<file path="config.mk">
export PLATFORM = sky130hd
export DESIGN_NAME = ram_loader_write_sequencer_flat
export DESIGN_NICKNAME = d
export VERILOG_FILES = /design/src/rtl/core/rlws_pkg.sv /design/src/rtl/core/rlws_chan_if.sv /design/src/rtl/core/rlws_dp.sv /design/src/rtl/core/rlws_ctrl.sv /design/src/rtl/core/ram_loader_write_sequencer.sv /design/src/flat_wrapper.sv
export SDC_FILE = /design/constraint.sdc
export NUM_CORES = 1
export LEC_CHECK = 0
export BUFFER_PORTS_ARGS = -buffer_cell sky130_fd_sc_hd__buf_4
export CORE_MARGIN = 3
export CORE_UTILIZATION = 45
export CTS_CLUSTER_DIAMETER = 150
export DETAILED_ROUTE_END_ITERATION = 12
export GPL_TIMING_DRIVEN = 0
export SYNTH_ARGS = -nofsm -noshare
export SYNTH_HDL_FRONTEND = slang
export SYNTH_SLANG_ARGS = --single-unit
</file>
<file path="constraint.sdc">
create_clock -name clk -period 2.7 [get_ports clk]
set_clock_uncertainty 0.15 [all_clocks]
set_input_delay 0.405 -clock clk [delete_from_list [all_inputs] [get_ports clk]]
set_output_delay 0.405 -clock clk [all_outputs]
set_load 0.03 [all_outputs]
</file>
<file path="src/rtl/core/rlws_pkg.sv">
// Shared types, constants and helpers for the RAM loader write sequencer.
// No dependencies; the datapath, controller, top and testbench import this package.
package rlws_pkg;

  localparam int WORDS          = 16;
  localparam int DELAY_BITS     = 16;
  localparam int CFG_BITS       = 16;
  localparam int CFG_INDEX_BITS = 2;
  localparam int WA_BITS        = $clog2(WORDS + 1);
  localparam int IDX_BITS       = (WORDS > 1) ? $clog2(WORDS) : 1;

  localparam logic [CFG_BITS-1:0] START_DELAY_RST = CFG_BITS'(500);
  localparam logic [CFG_BITS-1:0] SHORT_DELAY_RST = CFG_BITS'(10);
  localparam logic [CFG_BITS-1:0] LONG_DELAY_RST  = CFG_BITS'(50);

  typedef enum logic [CFG_INDEX_BITS-1:0] {
    REG_START_DELAY = 2'd0,
    REG_SHORT_DELAY = 2'd1,
    REG_LONG_DELAY  = 2'd2
  } reg_idx_t;

  typedef enum logic [1:0] {
    CMD_TICK  = 2'd0,
    CMD_LOAD  = 2'd1,
    CMD_START = 2'd2,
    CMD_ABORT = 2'd3
  } cmd_t;

  typedef enum logic [1:0] {
    ERR_NONE  = 2'd0,
    ERR_CLOCK = 2'd1,
    ERR_RAM   = 2'd2
  } err_t;

  typedef enum logic [3:0] {
    PH_CTRL_ON   = 4'd0,
    PH_DATA_ON   = 4'd1,
    PH_SET_WORD  = 4'd2,
    PH_WRITE_HI  = 4'd3,
    PH_WRITE_LO  = 4'd4,
    PH_RESET_ON  = 4'd5,
    PH_RESET_OFF = 4'd6,
    PH_DATA_OFF  = 4'd7,
    PH_CTRL_OFF  = 4'd8,
    PH_FINISH    = 4'd9
  } phase_t;

  typedef enum logic [1:0] {
    DLY_START = 2'd0,
    DLY_SHORT = 2'd1,
    DLY_LONG  = 2'd2
  } dly_sel_t;

  // Commands from the controller to the datapath
  typedef struct packed {
    logic     store_we;
    logic     dly_load;
    dly_sel_t dly_sel;
    logic     dly_dec;
    logic     dly_clear;
    logic     start_clear;
    logic     ctrl_set;
    logic     ctrl_clr;
    logic     data_set;
    logic     data_clr;
    logic     word_set;
    logic     wr_set;
    logic     wr_clr;
    logic     addr_inc;
    logic     rst_set;
    logic     rst_clr;
  } dp_cmd_t;

  // Status from the datapath to the controller
  typedef struct packed {
    logic delay_expire;
    logic word_pending;
    logic word_pending_next;
  } dp_status_t;

  typedef struct packed {
    logic       ctrl;
    logic       data;
    logic [3:0] addr;
    logic [7:0] value;
    logic       write;
    logic       reset;
  } pins_t;

  // Saturate a programmed delay to the counter range
  function automatic logic [DELAY_BITS-1:0] arm(input logic [CFG_BITS-1:0] ticks);
    logic [63:0] t64;
    logic [63:0] max64;
    t64   = 64'(ticks);
    max64 = (64'd1 << DELAY_BITS) - 64'd1;
    return DELAY_BITS'((t64 > max64) ? max64 : t64);
  endfunction

endpackage

</file>
<file path="src/rtl/core/rlws_chan_if.sv">
// Valid/ready channel interfaces for the RAM loader write sequencer.
// Depends on nothing; one interface for input items, one for results.
interface rlws_in_if;
  logic       valid;
  logic       ready;
  logic [1:0] cmd;
  logic [3:0] word_address;
  logic [7:0] word_value;
  logic       clock_manual;
  logic       ram_run;

  modport source (output valid, cmd, word_address, word_value, clock_manual, ram_run,
                  input ready);
  modport sink   (input valid, cmd, word_address, word_value, clock_manual, ram_run,
                  output ready);
endinterface

interface rlws_out_if;
  logic       valid;
  logic       ready;
  logic       control_enable;
  logic       data_enable;
  logic [3:0] ram_address;
  logic [7:0] ram_value;
  logic       ram_write;
  logic       reset_press;
  logic       busy_res;
  logic       done_res;
  logic [1:0] error;

  modport source (output valid, control_enable, data_enable, ram_address, ram_value,
                  ram_write, reset_press, busy_res, done_res, error,
                  input ready);
  modport sink   (input valid, control_enable, data_enable, ram_address, ram_value,
                  ram_write, reset_press, busy_res, done_res, error,
                  output ready);
endinterface

</file>
<file path="src/rtl/core/rlws_dp.sv">
// Datapath of the RAM loader write sequencer: config registers, program
// store, delay counter, word index and pin registers. Depends on rlws_pkg.
module rlws_dp (
  input  logic                               clk,
  input  logic                               rst_n,
  input  logic                               cfg_we,
  input  logic [rlws_pkg::CFG_INDEX_BITS-1:0] cfg_index,
  input  logic [rlws_pkg::CFG_BITS-1:0]       cfg_data,
  input  rlws_pkg::dp_cmd_t                  cmd,
  input  logic [3:0]                         word_address,
  input  logic [7:0]                         word_value,
  output rlws_pkg::dp_status_t               status,
  output rlws_pkg::pins_t                    pins
);
  import rlws_pkg::*;

  logic [CFG_BITS-1:0]   start_delay_r, short_delay_r, long_delay_r;
  logic [DELAY_BITS-1:0] delay_r, delay_nxt;
  logic [WA_BITS-1:0]    waddr_r, waddr_nxt;
  pins_t                 pins_r, pins_nxt;
  logic [7:0]            store [WORDS];
  logic [CFG_BITS-1:0]   dly_src;
  logic [WA_BITS:0]      waddr_inc;

  always_ff @(posedge clk) begin
    if (!rst_n) begin
      start_delay_r <= START_DELAY_RST;
      short_delay_r <= SHORT_DELAY_RST;
      long_delay_r  <= LONG_DELAY_RST;
    end else if (cfg_we) begin
      case (cfg_index)
        REG_START_DELAY: start_delay_r <= cfg_data;
        REG_SHORT_DELAY: short_delay_r <= cfg_data;
        REG_LONG_DELAY:  long_delay_r  <= cfg_data;
        default: ;
      endcase
    end
  end

  always_ff @(posedge clk) begin
    if (cmd.store_we && (32'(word_address) < WORDS)) begin
      store[IDX_BITS'(word_address)] <= word_value;
    end
  end

  assign waddr_inc = {1'b0, waddr_r} + (WA_BITS+1)'(1);

  assign status.delay_expire      = (delay_r <= DELAY_BITS'(1));
  assign status.word_pending      = (waddr_r < WA_BITS'(WORDS));
  assign status.word_pending_next = (waddr_inc < (WA_BITS+1)'(WORDS));

  always_comb begin
    case (cmd.dly_sel)
      DLY_START: dly_src = start_delay_r;
      DLY_LONG:  dly_src = long_delay_r;
      default:   dly_src = short_delay_r;
    endcase
  end

  always_comb begin
    delay_nxt = delay_r;
    waddr_nxt = waddr_r;
    pins_nxt  = pins_r;
    // load wins over clear and count
    if (cmd.dly_load) begin
      delay_nxt = arm(dly_src);
    end else if (cmd.dly_clear) begin
      delay_nxt = '0;
    end else if (cmd.dly_dec && (delay_r != '0)) begin
      delay_nxt = delay_r - DELAY_BITS'(1);
    end
    if (cmd.start_clear) begin
      waddr_nxt      = '0;
      pins_nxt.write = 1'b0;
      pins_nxt.reset = 1'b0;
      pins_nxt.addr  = '0;
      pins_nxt.value = '0;
    end
    if (cmd.addr_inc) waddr_nxt = WA_BITS'(waddr_inc);
    if (cmd.ctrl_set) pins_nxt.ctrl = 1'b1;
    if (cmd.ctrl_clr) pins_nxt.ctrl = 1'b0;
    if (cmd.data_set) pins_nxt.data = 1'b1;
    if (cmd.data_clr) pins_nxt.data = 1'b0;
    if (cmd.word_set) pins_nxt.addr = 4'(waddr_r);
    if (cmd.wr_set)  pins_nxt.write = 1'b1;
    if (cmd.wr_clr)  pins_nxt.write = 1'b0;
    if (cmd.rst_set) pins_nxt.reset = 1'b1;
    if (cmd.rst_clr) pins_nxt.reset = 1'b0;
  end

  // The value pin takes the store word straight from the store read
  always_ff @(posedge clk) begin
    if (!rst_n) begin
      delay_r <= '0;
      waddr_r <= '0;
      pins_r  <= '0;
    end else begin
      delay_r <= delay_nxt;
      waddr_r <= waddr_nxt;
      pins_r  <= '{ctrl:  pins_nxt.ctrl,
                   data:  pins_nxt.data,
                   addr:  pins_nxt.addr,
                   value: cmd.word_set
                            ? (status.word_pending ? store[IDX_BITS'(waddr_r)] : 8'd0)
                            : pins_nxt.value,
                   write: pins_nxt.write,
                   reset: pins_nxt.reset};
    end
  end

  assign pins = pins_r;

endmodule

</file>
<file path="src/rtl/core/rlws_ctrl.sv">
// Controller of the RAM loader write sequencer: step state machine, busy,
// done and error flags. Depends on rlws_pkg; drives rlws_dp by command.
module rlws_ctrl (
  input  logic                 clk,
  input  logic                 rst_n,
  input  logic                 accept,
  input  rlws_pkg::cmd_t       cmd,
  input  logic                 clock_manual,
  input  logic                 ram_run,
  input  rlws_pkg::dp_status_t status,
  output rlws_pkg::dp_cmd_t    dp_cmd,
  output logic                 busy,
  output logic                 done,
  output rlws_pkg::err_t       error,
  output rlws_pkg::phase_t     phase
);
  import rlws_pkg::*;

  phase_t phase_r, phase_nxt;
  logic   busy_r, busy_nxt;
  logic   done_r, done_nxt;
  err_t   err_r, err_nxt;

  always_ff @(posedge clk) begin
    if (!rst_n) begin
      phase_r <= PH_CTRL_ON;
      busy_r  <= 1'b0;
      done_r  <= 1'b0;
      err_r   <= ERR_NONE;
    end else begin
      phase_r <= phase_nxt;
      busy_r  <= busy_nxt;
      done_r  <= done_nxt;
      err_r   <= err_nxt;
    end
  end

  always_comb begin
    phase_nxt      = phase_r;
    busy_nxt       = busy_r;
    done_nxt       = done_r;
    err_nxt        = err_r;
    dp_cmd         = '0;
    dp_cmd.dly_sel = DLY_SHORT;
    if (accept) begin
      done_nxt = 1'b0;
      err_nxt  = ERR_NONE;
      case (cmd)
        CMD_TICK: begin
          if (busy_r) begin
            dp_cmd.dly_dec = 1'b1;
            if (status.delay_expire) begin
              dp_cmd.dly_load = 1'b1;
              case (phase_r)
                PH_CTRL_ON: begin
                  dp_cmd.ctrl_set = 1'b1;
                  phase_nxt       = PH_DATA_ON;
                end
                PH_DATA_ON: begin
                  dp_cmd.data_set = 1'b1;
                  phase_nxt       = status.word_pending ? PH_SET_WORD : PH_RESET_ON;
                end
                PH_SET_WORD: begin
                  dp_cmd.word_set = 1'b1;
                  phase_nxt       = PH_WRITE_HI;
                end
                PH_WRITE_HI: begin
                  dp_cmd.wr_set = 1'b1;
                  phase_nxt     = PH_WRITE_LO;
                end
                PH_WRITE_LO: begin
                  dp_cmd.wr_clr   = 1'b1;
                  dp_cmd.addr_inc = 1'b1;
                  dp_cmd.dly_sel  = DLY_LONG;
                  phase_nxt       = status.word_pending_next ? PH_SET_WORD : PH_RESET_ON;
                end
                PH_RESET_ON: begin
                  dp_cmd.rst_set = 1'b1;
                  phase_nxt      = PH_RESET_OFF;
                end
                PH_RESET_OFF: begin
                  dp_cmd.rst_clr = 1'b1;
                  dp_cmd.dly_sel = DLY_LONG;
                  phase_nxt      = PH_DATA_OFF;
                end
                PH_DATA_OFF: begin
                  dp_cmd.data_clr = 1'b1;
                  phase_nxt       = PH_CTRL_OFF;
                end
                PH_CTRL_OFF: begin
                  dp_cmd.ctrl_clr = 1'b1;
                  phase_nxt       = PH_FINISH;
                end
                default: begin
                  // finish: drop busy, rewind and zero the counter
                  dp_cmd.dly_load  = 1'b0;
                  dp_cmd.dly_clear = 1'b1;
                  busy_nxt         = 1'b0;
                  done_nxt         = 1'b1;
                  phase_nxt        = PH_CTRL_ON;
                end
              endcase
            end
          end
        end
        CMD_LOAD: dp_cmd.store_we = 1'b1;
        CMD_START: begin
          if (!busy_r) begin
            if (!clock_manual) begin
              err_nxt = ERR_CLOCK;
            end else if (!ram_run) begin
              err_nxt = ERR_RAM;
            end else begin
              phase_nxt          = PH_CTRL_ON;
              busy_nxt           = 1'b1;
              dp_cmd.start_clear = 1'b1;
              dp_cmd.dly_load    = 1'b1;
              dp_cmd.dly_sel     = DLY_START;
            end
          end
        end
        CMD_ABORT: begin
          busy_nxt        = 1'b0;
          dp_cmd.ctrl_clr = 1'b1;
          dp_cmd.data_clr = 1'b1;
        end
        default: ;
      endcase
    end
  end

  assign busy  = busy_r;
  assign done  = done_r;
  assign error = err_r;
  assign phase = phase_r;

endmodule

</file>
<file path="src/rtl/core/ram_loader_write_sequencer.sv">
// An accepted item's result is registered and offered in the cycle after it;
// one item per cycle while results are taken. The state is the result register,
// so an item is taken if no result is held or it leaves; a tick runs at most one step.
// Reset (rst_n low, synchronous): idle, pins low, delays 500/10/50 ticks,
// no result pending; the program store keeps whatever it held.
module ram_loader_write_sequencer (
  input  logic                               clk,
  input  logic                               rst_n,
  rlws_in_if.sink                            in_ch,
  rlws_out_if.source                         out_ch,
  input  logic                               cfg_we,
  input  logic [rlws_pkg::CFG_INDEX_BITS-1:0] cfg_index,
  input  logic [rlws_pkg::CFG_BITS-1:0]       cfg_data
);
  import rlws_pkg::*;

  logic       out_valid_r, out_valid_nxt;
  logic       accept;
  dp_cmd_t    dp_cmd;
  dp_status_t dp_status;
  pins_t      pins;
  logic       busy_w, done_w;
  err_t       err_w;
  phase_t     phase_w;
  cmd_t       cmd_w;

  // Take a new item whenever the held result is gone or leaving now
  assign in_ch.ready = !out_valid_r || out_ch.ready;
  assign accept      = in_ch.valid && in_ch.ready;
  assign cmd_w       = cmd_t'(in_ch.cmd);

  rlws_ctrl u_ctrl (
    .clk          (clk),
    .rst_n        (rst_n),
    .accept       (accept),
    .cmd          (cmd_w),
    .clock_manual (in_ch.clock_manual),
    .ram_run      (in_ch.ram_run),
    .status       (dp_status),
    .dp_cmd       (dp_cmd),
    .busy         (busy_w),
    .done         (done_w),
    .error        (err_w),
    .phase        (phase_w)
  );

  rlws_dp u_dp (
    .clk          (clk),
    .rst_n        (rst_n),
    .cfg_we       (cfg_we),
    .cfg_index    (cfg_index),
    .cfg_data     (cfg_data),
    .cmd          (dp_cmd),
    .word_address (in_ch.word_address),
    .word_value   (in_ch.word_value),
    .status       (dp_status),
    .pins         (pins)
  );

  // Hold valid until taken; an accepted item always yields one result
  always_comb begin
    out_valid_nxt = out_valid_r;
    if (accept) begin
      out_valid_nxt = 1'b1;
    end else if (out_ch.ready) begin
      out_valid_nxt = 1'b0;
    end
  end

  always_ff @(posedge clk) begin
    if (!rst_n) begin
      out_valid_r <= 1'b0;
    end else begin
      out_valid_r <= out_valid_nxt;
    end
  end

  // The state registers only move on an accepted item, so they are the result
  assign out_ch.valid          = out_valid_r;
  assign out_ch.control_enable = pins.ctrl;
  assign out_ch.data_enable    = pins.data;
  assign out_ch.ram_address    = pins.addr;
  assign out_ch.ram_value      = pins.value;
  assign out_ch.ram_write      = pins.write;
  assign out_ch.reset_press    = pins.reset;
  assign out_ch.busy_res       = busy_w;
  assign out_ch.done_res       = done_w;
  assign out_ch.error          = err_w;

  // Finishing always leaves the sequencer idle
  a_done_idle: assert property (@(posedge clk) disable iff (!rst_n)
    done_w |-> !busy_w)
    else $error("done flagged while still busy");

  // A refused start only happens from idle and leaves it idle
  a_err_idle: assert property (@(posedge clk) disable iff (!rst_n)
    (err_w != ERR_NONE) |-> (!busy_w && $past(!busy_w)))
    else $error("start refused while busy or busy set on refusal");

  // While running, the write strobe is high only between raise and lower
  a_write_phase: assert property (@(posedge clk) disable iff (!rst_n)
    (busy_w && pins.write) |-> (phase_w == PH_WRITE_LO))
    else $error("write strobe high outside the write pulse");

endmodule

</file>
<file path="src/flat_wrapper.sv">
// flat-port wrapper written by rule: the top's interface ports become plain ports
module ram_loader_write_sequencer_flat import rlws_pkg::*;
  (clk, rst_n, cfg_we, cfg_index, cfg_data, in_ch_valid, in_ch_cmd, in_ch_word_address, in_ch_word_value, in_ch_clock_manual, in_ch_ram_run, in_ch_ready, out_ch_valid, out_ch_control_enable, out_ch_data_enable, out_ch_ram_address, out_ch_ram_value, out_ch_ram_write, out_ch_reset_press, out_ch_busy_res, out_ch_done_res, out_ch_error, out_ch_ready);
  rlws_in_if in_ch_i ();
  rlws_out_if out_ch_i ();
  input  logic clk;
  input  logic rst_n;
  input  logic cfg_we;
  input  logic [rlws_pkg::CFG_INDEX_BITS-1:0] cfg_index;
  input  logic [rlws_pkg::CFG_BITS-1:0] cfg_data;
  input wire logic [$bits(in_ch_i.valid)-1:0] in_ch_valid;
  input wire logic [$bits(in_ch_i.cmd)-1:0] in_ch_cmd;
  input wire logic [$bits(in_ch_i.word_address)-1:0] in_ch_word_address;
  input wire logic [$bits(in_ch_i.word_value)-1:0] in_ch_word_value;
  input wire logic [$bits(in_ch_i.clock_manual)-1:0] in_ch_clock_manual;
  input wire logic [$bits(in_ch_i.ram_run)-1:0] in_ch_ram_run;
  output wire logic [$bits(in_ch_i.ready)-1:0] in_ch_ready;
  output wire logic [$bits(out_ch_i.valid)-1:0] out_ch_valid;
  output wire logic [$bits(out_ch_i.control_enable)-1:0] out_ch_control_enable;
  output wire logic [$bits(out_ch_i.data_enable)-1:0] out_ch_data_enable;
  output wire logic [$bits(out_ch_i.ram_address)-1:0] out_ch_ram_address;
  output wire logic [$bits(out_ch_i.ram_value)-1:0] out_ch_ram_value;
  output wire logic [$bits(out_ch_i.ram_write)-1:0] out_ch_ram_write;
  output wire logic [$bits(out_ch_i.reset_press)-1:0] out_ch_reset_press;
  output wire logic [$bits(out_ch_i.busy_res)-1:0] out_ch_busy_res;
  output wire logic [$bits(out_ch_i.done_res)-1:0] out_ch_done_res;
  output wire logic [$bits(out_ch_i.error)-1:0] out_ch_error;
  input wire logic [$bits(out_ch_i.ready)-1:0] out_ch_ready;
  assign in_ch_i.valid = in_ch_valid;
  assign in_ch_i.cmd = in_ch_cmd;
  assign in_ch_i.word_address = in_ch_word_address;
  assign in_ch_i.word_value = in_ch_word_value;
  assign in_ch_i.clock_manual = in_ch_clock_manual;
  assign in_ch_i.ram_run = in_ch_ram_run;
  assign in_ch_ready = in_ch_i.ready;
  assign out_ch_valid = out_ch_i.valid;
  assign out_ch_control_enable = out_ch_i.control_enable;
  assign out_ch_data_enable = out_ch_i.data_enable;
  assign out_ch_ram_address = out_ch_i.ram_address;
  assign out_ch_ram_value = out_ch_i.ram_value;
  assign out_ch_ram_write = out_ch_i.ram_write;
  assign out_ch_reset_press = out_ch_i.reset_press;
  assign out_ch_busy_res = out_ch_i.busy_res;
  assign out_ch_done_res = out_ch_i.done_res;
  assign out_ch_error = out_ch_i.error;
  assign out_ch_i.ready = out_ch_ready;
  ram_loader_write_sequencer u_core (.clk(clk), .rst_n(rst_n), .in_ch(in_ch_i), .out_ch(out_ch_i), .cfg_we(cfg_we), .cfg_index(cfg_index), .cfg_data(cfg_data));
endmodule
</file>
==> impl_metrics.toml <==
[synth]
synth.largest_area_cell = "edfxtp_1"
syn_area_mm2 = 0.00955
yosys.area.top_type_share = 0.403
postSynth.asyncResetShare = 0
yosys-top-cells-area = "edfxtp_1, dfxtp_1, mux4_2, nand2_1, a21oi_1"
seq_area_frac_synth = 0.608
synthMuxAreaShare = 0.0966
ys_seq_elements = 226
synth_edf_count = 128
synth_cells = 775
synth-xor-area-share = 0.0128
synth_top_family_by_area = "simple AND/OR/NAND/NOR gates"
synth_cell_types = 63
synth_top_flop_cell = "edfxtp_1"
synth_compound_area_frac = 0.113
synth-simple-area-share = 0.133
synth_adder_area_share = 0.0118
yosysWarnings = 0
syn_area_per_cell_um2 = 12.3
syn-num-nets = 823

[critical_path]
worstSetupPathType = "reg2reg"
start_kind = "flip-flop"
startpoint = "u_core.u_ctrl.phase[3]"
r2r-start = "u_core.u_ctrl.phase[3]"
cp.arrival_ns = 2.85
required_ns = 2.92
endpoint_kind = "flip-flop"
cp_max_fo = 10

[worst_hold_path]
min_from = "cfg_data[0]"
min_path_type = "in2reg"

[timing]
rsz0062_at_grt = "true"
setup_viol = 0
worstMarginPinSlew_ns = 1.00
hold_viol = 0
final_max_slew_viol_count = 0
worst_slack_ns = 0.0719
fin_crit_ns = 2.63
fmax_mhz = 381
slew_headroom = 0.330
finalCritPeriodShare = 0.973

[floorplan]
die_w_um = 152
core_mm2 = 0.0206
rows = 52
start_util = 0.464
die_h_um = 152
io_pins = 61
dieArea_mm2 = 0.0230

[clock_network]
clock_path_buffers = 3
clkTransAtPathRegs_ns = 0.06
h-tree-depth = 1
cts_tree = "built"
cts_made_buffers = 25
cts_root_buf = "clkbuf_16"
cts_sinks = 226
clock_latency_ns = 0.51

[global_routing]
grt_overflow_total = 0
grt_pass1_vias = 6772
grt_pass1_wl_um = 37700
grt_max_degree = 17
grt_antenna_before_repair = 0
grt_use_total = 0.211

[placed_design]
gp_congestion = 0.854
io_buffers = 60
place_hpwl_um = 16800
place_ws_ns = -1.02
place_area_mm2 = 0.0103

[final_layout]
layout-drive-gt1-share = 0.214
diodes = 0
nFillCells = 1762
final_common_cell = "nand2_1"
area_growth_pct = 19.2
fin_nets = 921
stdcell_area_mm2 = 0.0114
layout_common_cells = "nand2_1, edfxtp_1, dfxtp_1"

[drt]
drt-wirelength-per-cell_um = 20.5
antenna_left = 0
maxUsedRoutingLayer = "met4"
totalWireLength_um = 23800
drt_first_iter_violations = 510
m1WireLength_um = 10300
wl_met3_um = 1490
drc_errors = 0
first_pass_iters = 5
num_vias = 6743
vias_per_cell = 5.81
wl_met2_um = 11600

[power_and_ir_drop]
power_density_mw_per_mm2 = 648
clockPowerShare = 0.452
p_sw_w = 0.00155
p_int_w = 0.00582
ir_drop_mv = 0.503
finalPower_w = 0.00738
power_frac_comb = 0.047
switching_share = 0.211
p_leak_nw = 3.86
seqPwrFrac = 0.501

[flow_run]
cap_violations = 0

[outcome]
status = "completed"
==> stage by stage <==
step           setup TNS [ns]   util  std cells  hold WS, ns
2_1_floorplan               0      -        775        0.282
3_3_place_gp           -38.93  0.503       1105        0.293
3_5_place_dp           -42.50  0.503       1105        0.300
4_1_cts                     0  0.551       1159     0.000321
5_1_grt                 -1.62  0.553       1161      0.00910
6_report                    0  0.553       1161       0.0219
==> power groups by stage <==
| stage | combinational, W | sequential (W) | clock, W |
|---|---|---|---|
| 2_1_floorplan | 0.000163 | 0.00377 | 0 |
| 6_report | 0.000349 | 0.00370 | 0.00333 |
| 3_5_place_dp | 0.000328 | 0.00377 | 0 |
| 5_1_grt | 0.000385 | 0.00370 | 0.00353 |
| 3_3_place_gp | 0.000320 | 0.00377 | 0 |
| 4_1_cts | 0.000345 | 0.00369 | 0.00339 |
==> worst max-delay path: stages, from the launching register on <==
cell,delay (ns)
dfxtp_1,0.29
clkbuf_1,0.21
or3b_2,0.59
o41a_1,0.48
buf_2,0.27
a221oi_2,0.36
o22ai_1,0.13
==> layer usage <==
metal	global-route usage	up-vias
li1	-	3150
met1	0.295	3334
met2	0.352	224
met3	0.0327	35
met4	0.0440	0
met5	0	-
==> registers in the layout, indices dropped and copies added (netlist names), named ones only <==
name / count
u_core.u_dp.pins: 16
u_core.u_dp.start_delay_r: 16
u_core.u_dp.short_delay_r: 16
u_core.u_ctrl.phase: 4
u_core.u_ctrl.error: 2
u_core.u_dp.long_delay_r: 16
u_core.u_dp.store: 128
u_core.u_ctrl.done: 1
u_core.u_ctrl.busy: 1
u_core.u_dp.waddr_r: 5
u_core.out_ch.valid: 1
u_core.u_dp.delay_r: 16
==> timing repair <==
| action | 4_1_cts | 5_1_grt |
|---|---|---|
| gates cloned | 0 | 0 |
| hold buffers | 8 | 0 |
| endpoints found under the hold margin | 11 | 0 |
| pin swaps | 1 | 0 |
| endpoints found under the setup margin | 88 | 55 |
| setup buffers | 1 | 2 |
| gates resized for setup | 26 | 17 |
==> synth_stat cells (all sizes together), types with 2 or more instances <==
cell     instances
nor3            24
dfxtp           98
inv             20
or3              6
nor3b            2
xor2             6
nor4             7
buf              6
o41ai            3
nand2b           3
a211oi           3
o22ai           14
nand2          135
mux4            40
xnor2            8
o31ai            2
edfxtp         128
nor2            30
a22oi           16
and2             2
o21ai           20
nand3           31
and3             2
ha               9
a221oi          15
nand4            8
nand3b           2
a32o             2
clkbuf          34
and3b            2
nor2b            4
a21o             2
o2bb2ai         15
a21oi           52
or3b             2
a31oi            3
==> kinds of logic (layout without fill, tap and decap cells) <==
family / count (synthesis) / count (layout)
adders and majority gates: 9 / 9
AOI/OAI and AO/OA: 158 / 158
and+or+nand+nor: 266 / 266
muxes: 42 / 42
buffers and inverters: 60 / 176
xor gates and xnor gates: 14 / 14
DFF: 226 / 226
==> cell type report <==
class	count	area [um^2]	share of cell area
sequential	226	5810	0.510
multi-input combinational	489	3610	0.318
clock buffer	35	713	0.0627
timing repair buffer	71	553	0.0486
tap	270	338	0.0297
buffer	40	175	0.0154
clock inverter	10	104	0.00913
inverter	20	75.1	0.00660
==> final timing paths <==
| kind | to | slack (ns) | depth (start not counted) |
|---|---|---|---|
| min | u_core.u_dp.start_delay_r[0] | 0.02 | 3 |
| max | u_core.u_dp.delay_r[1] | 0.07 | 6 |
| min reg2reg | u_core.u_dp.pins[9] | 0.31 | 2 |
| max reg2reg | u_core.u_dp.delay_r[1] | 0.07 | 6 |
Power figures use the tool's default switching activity.
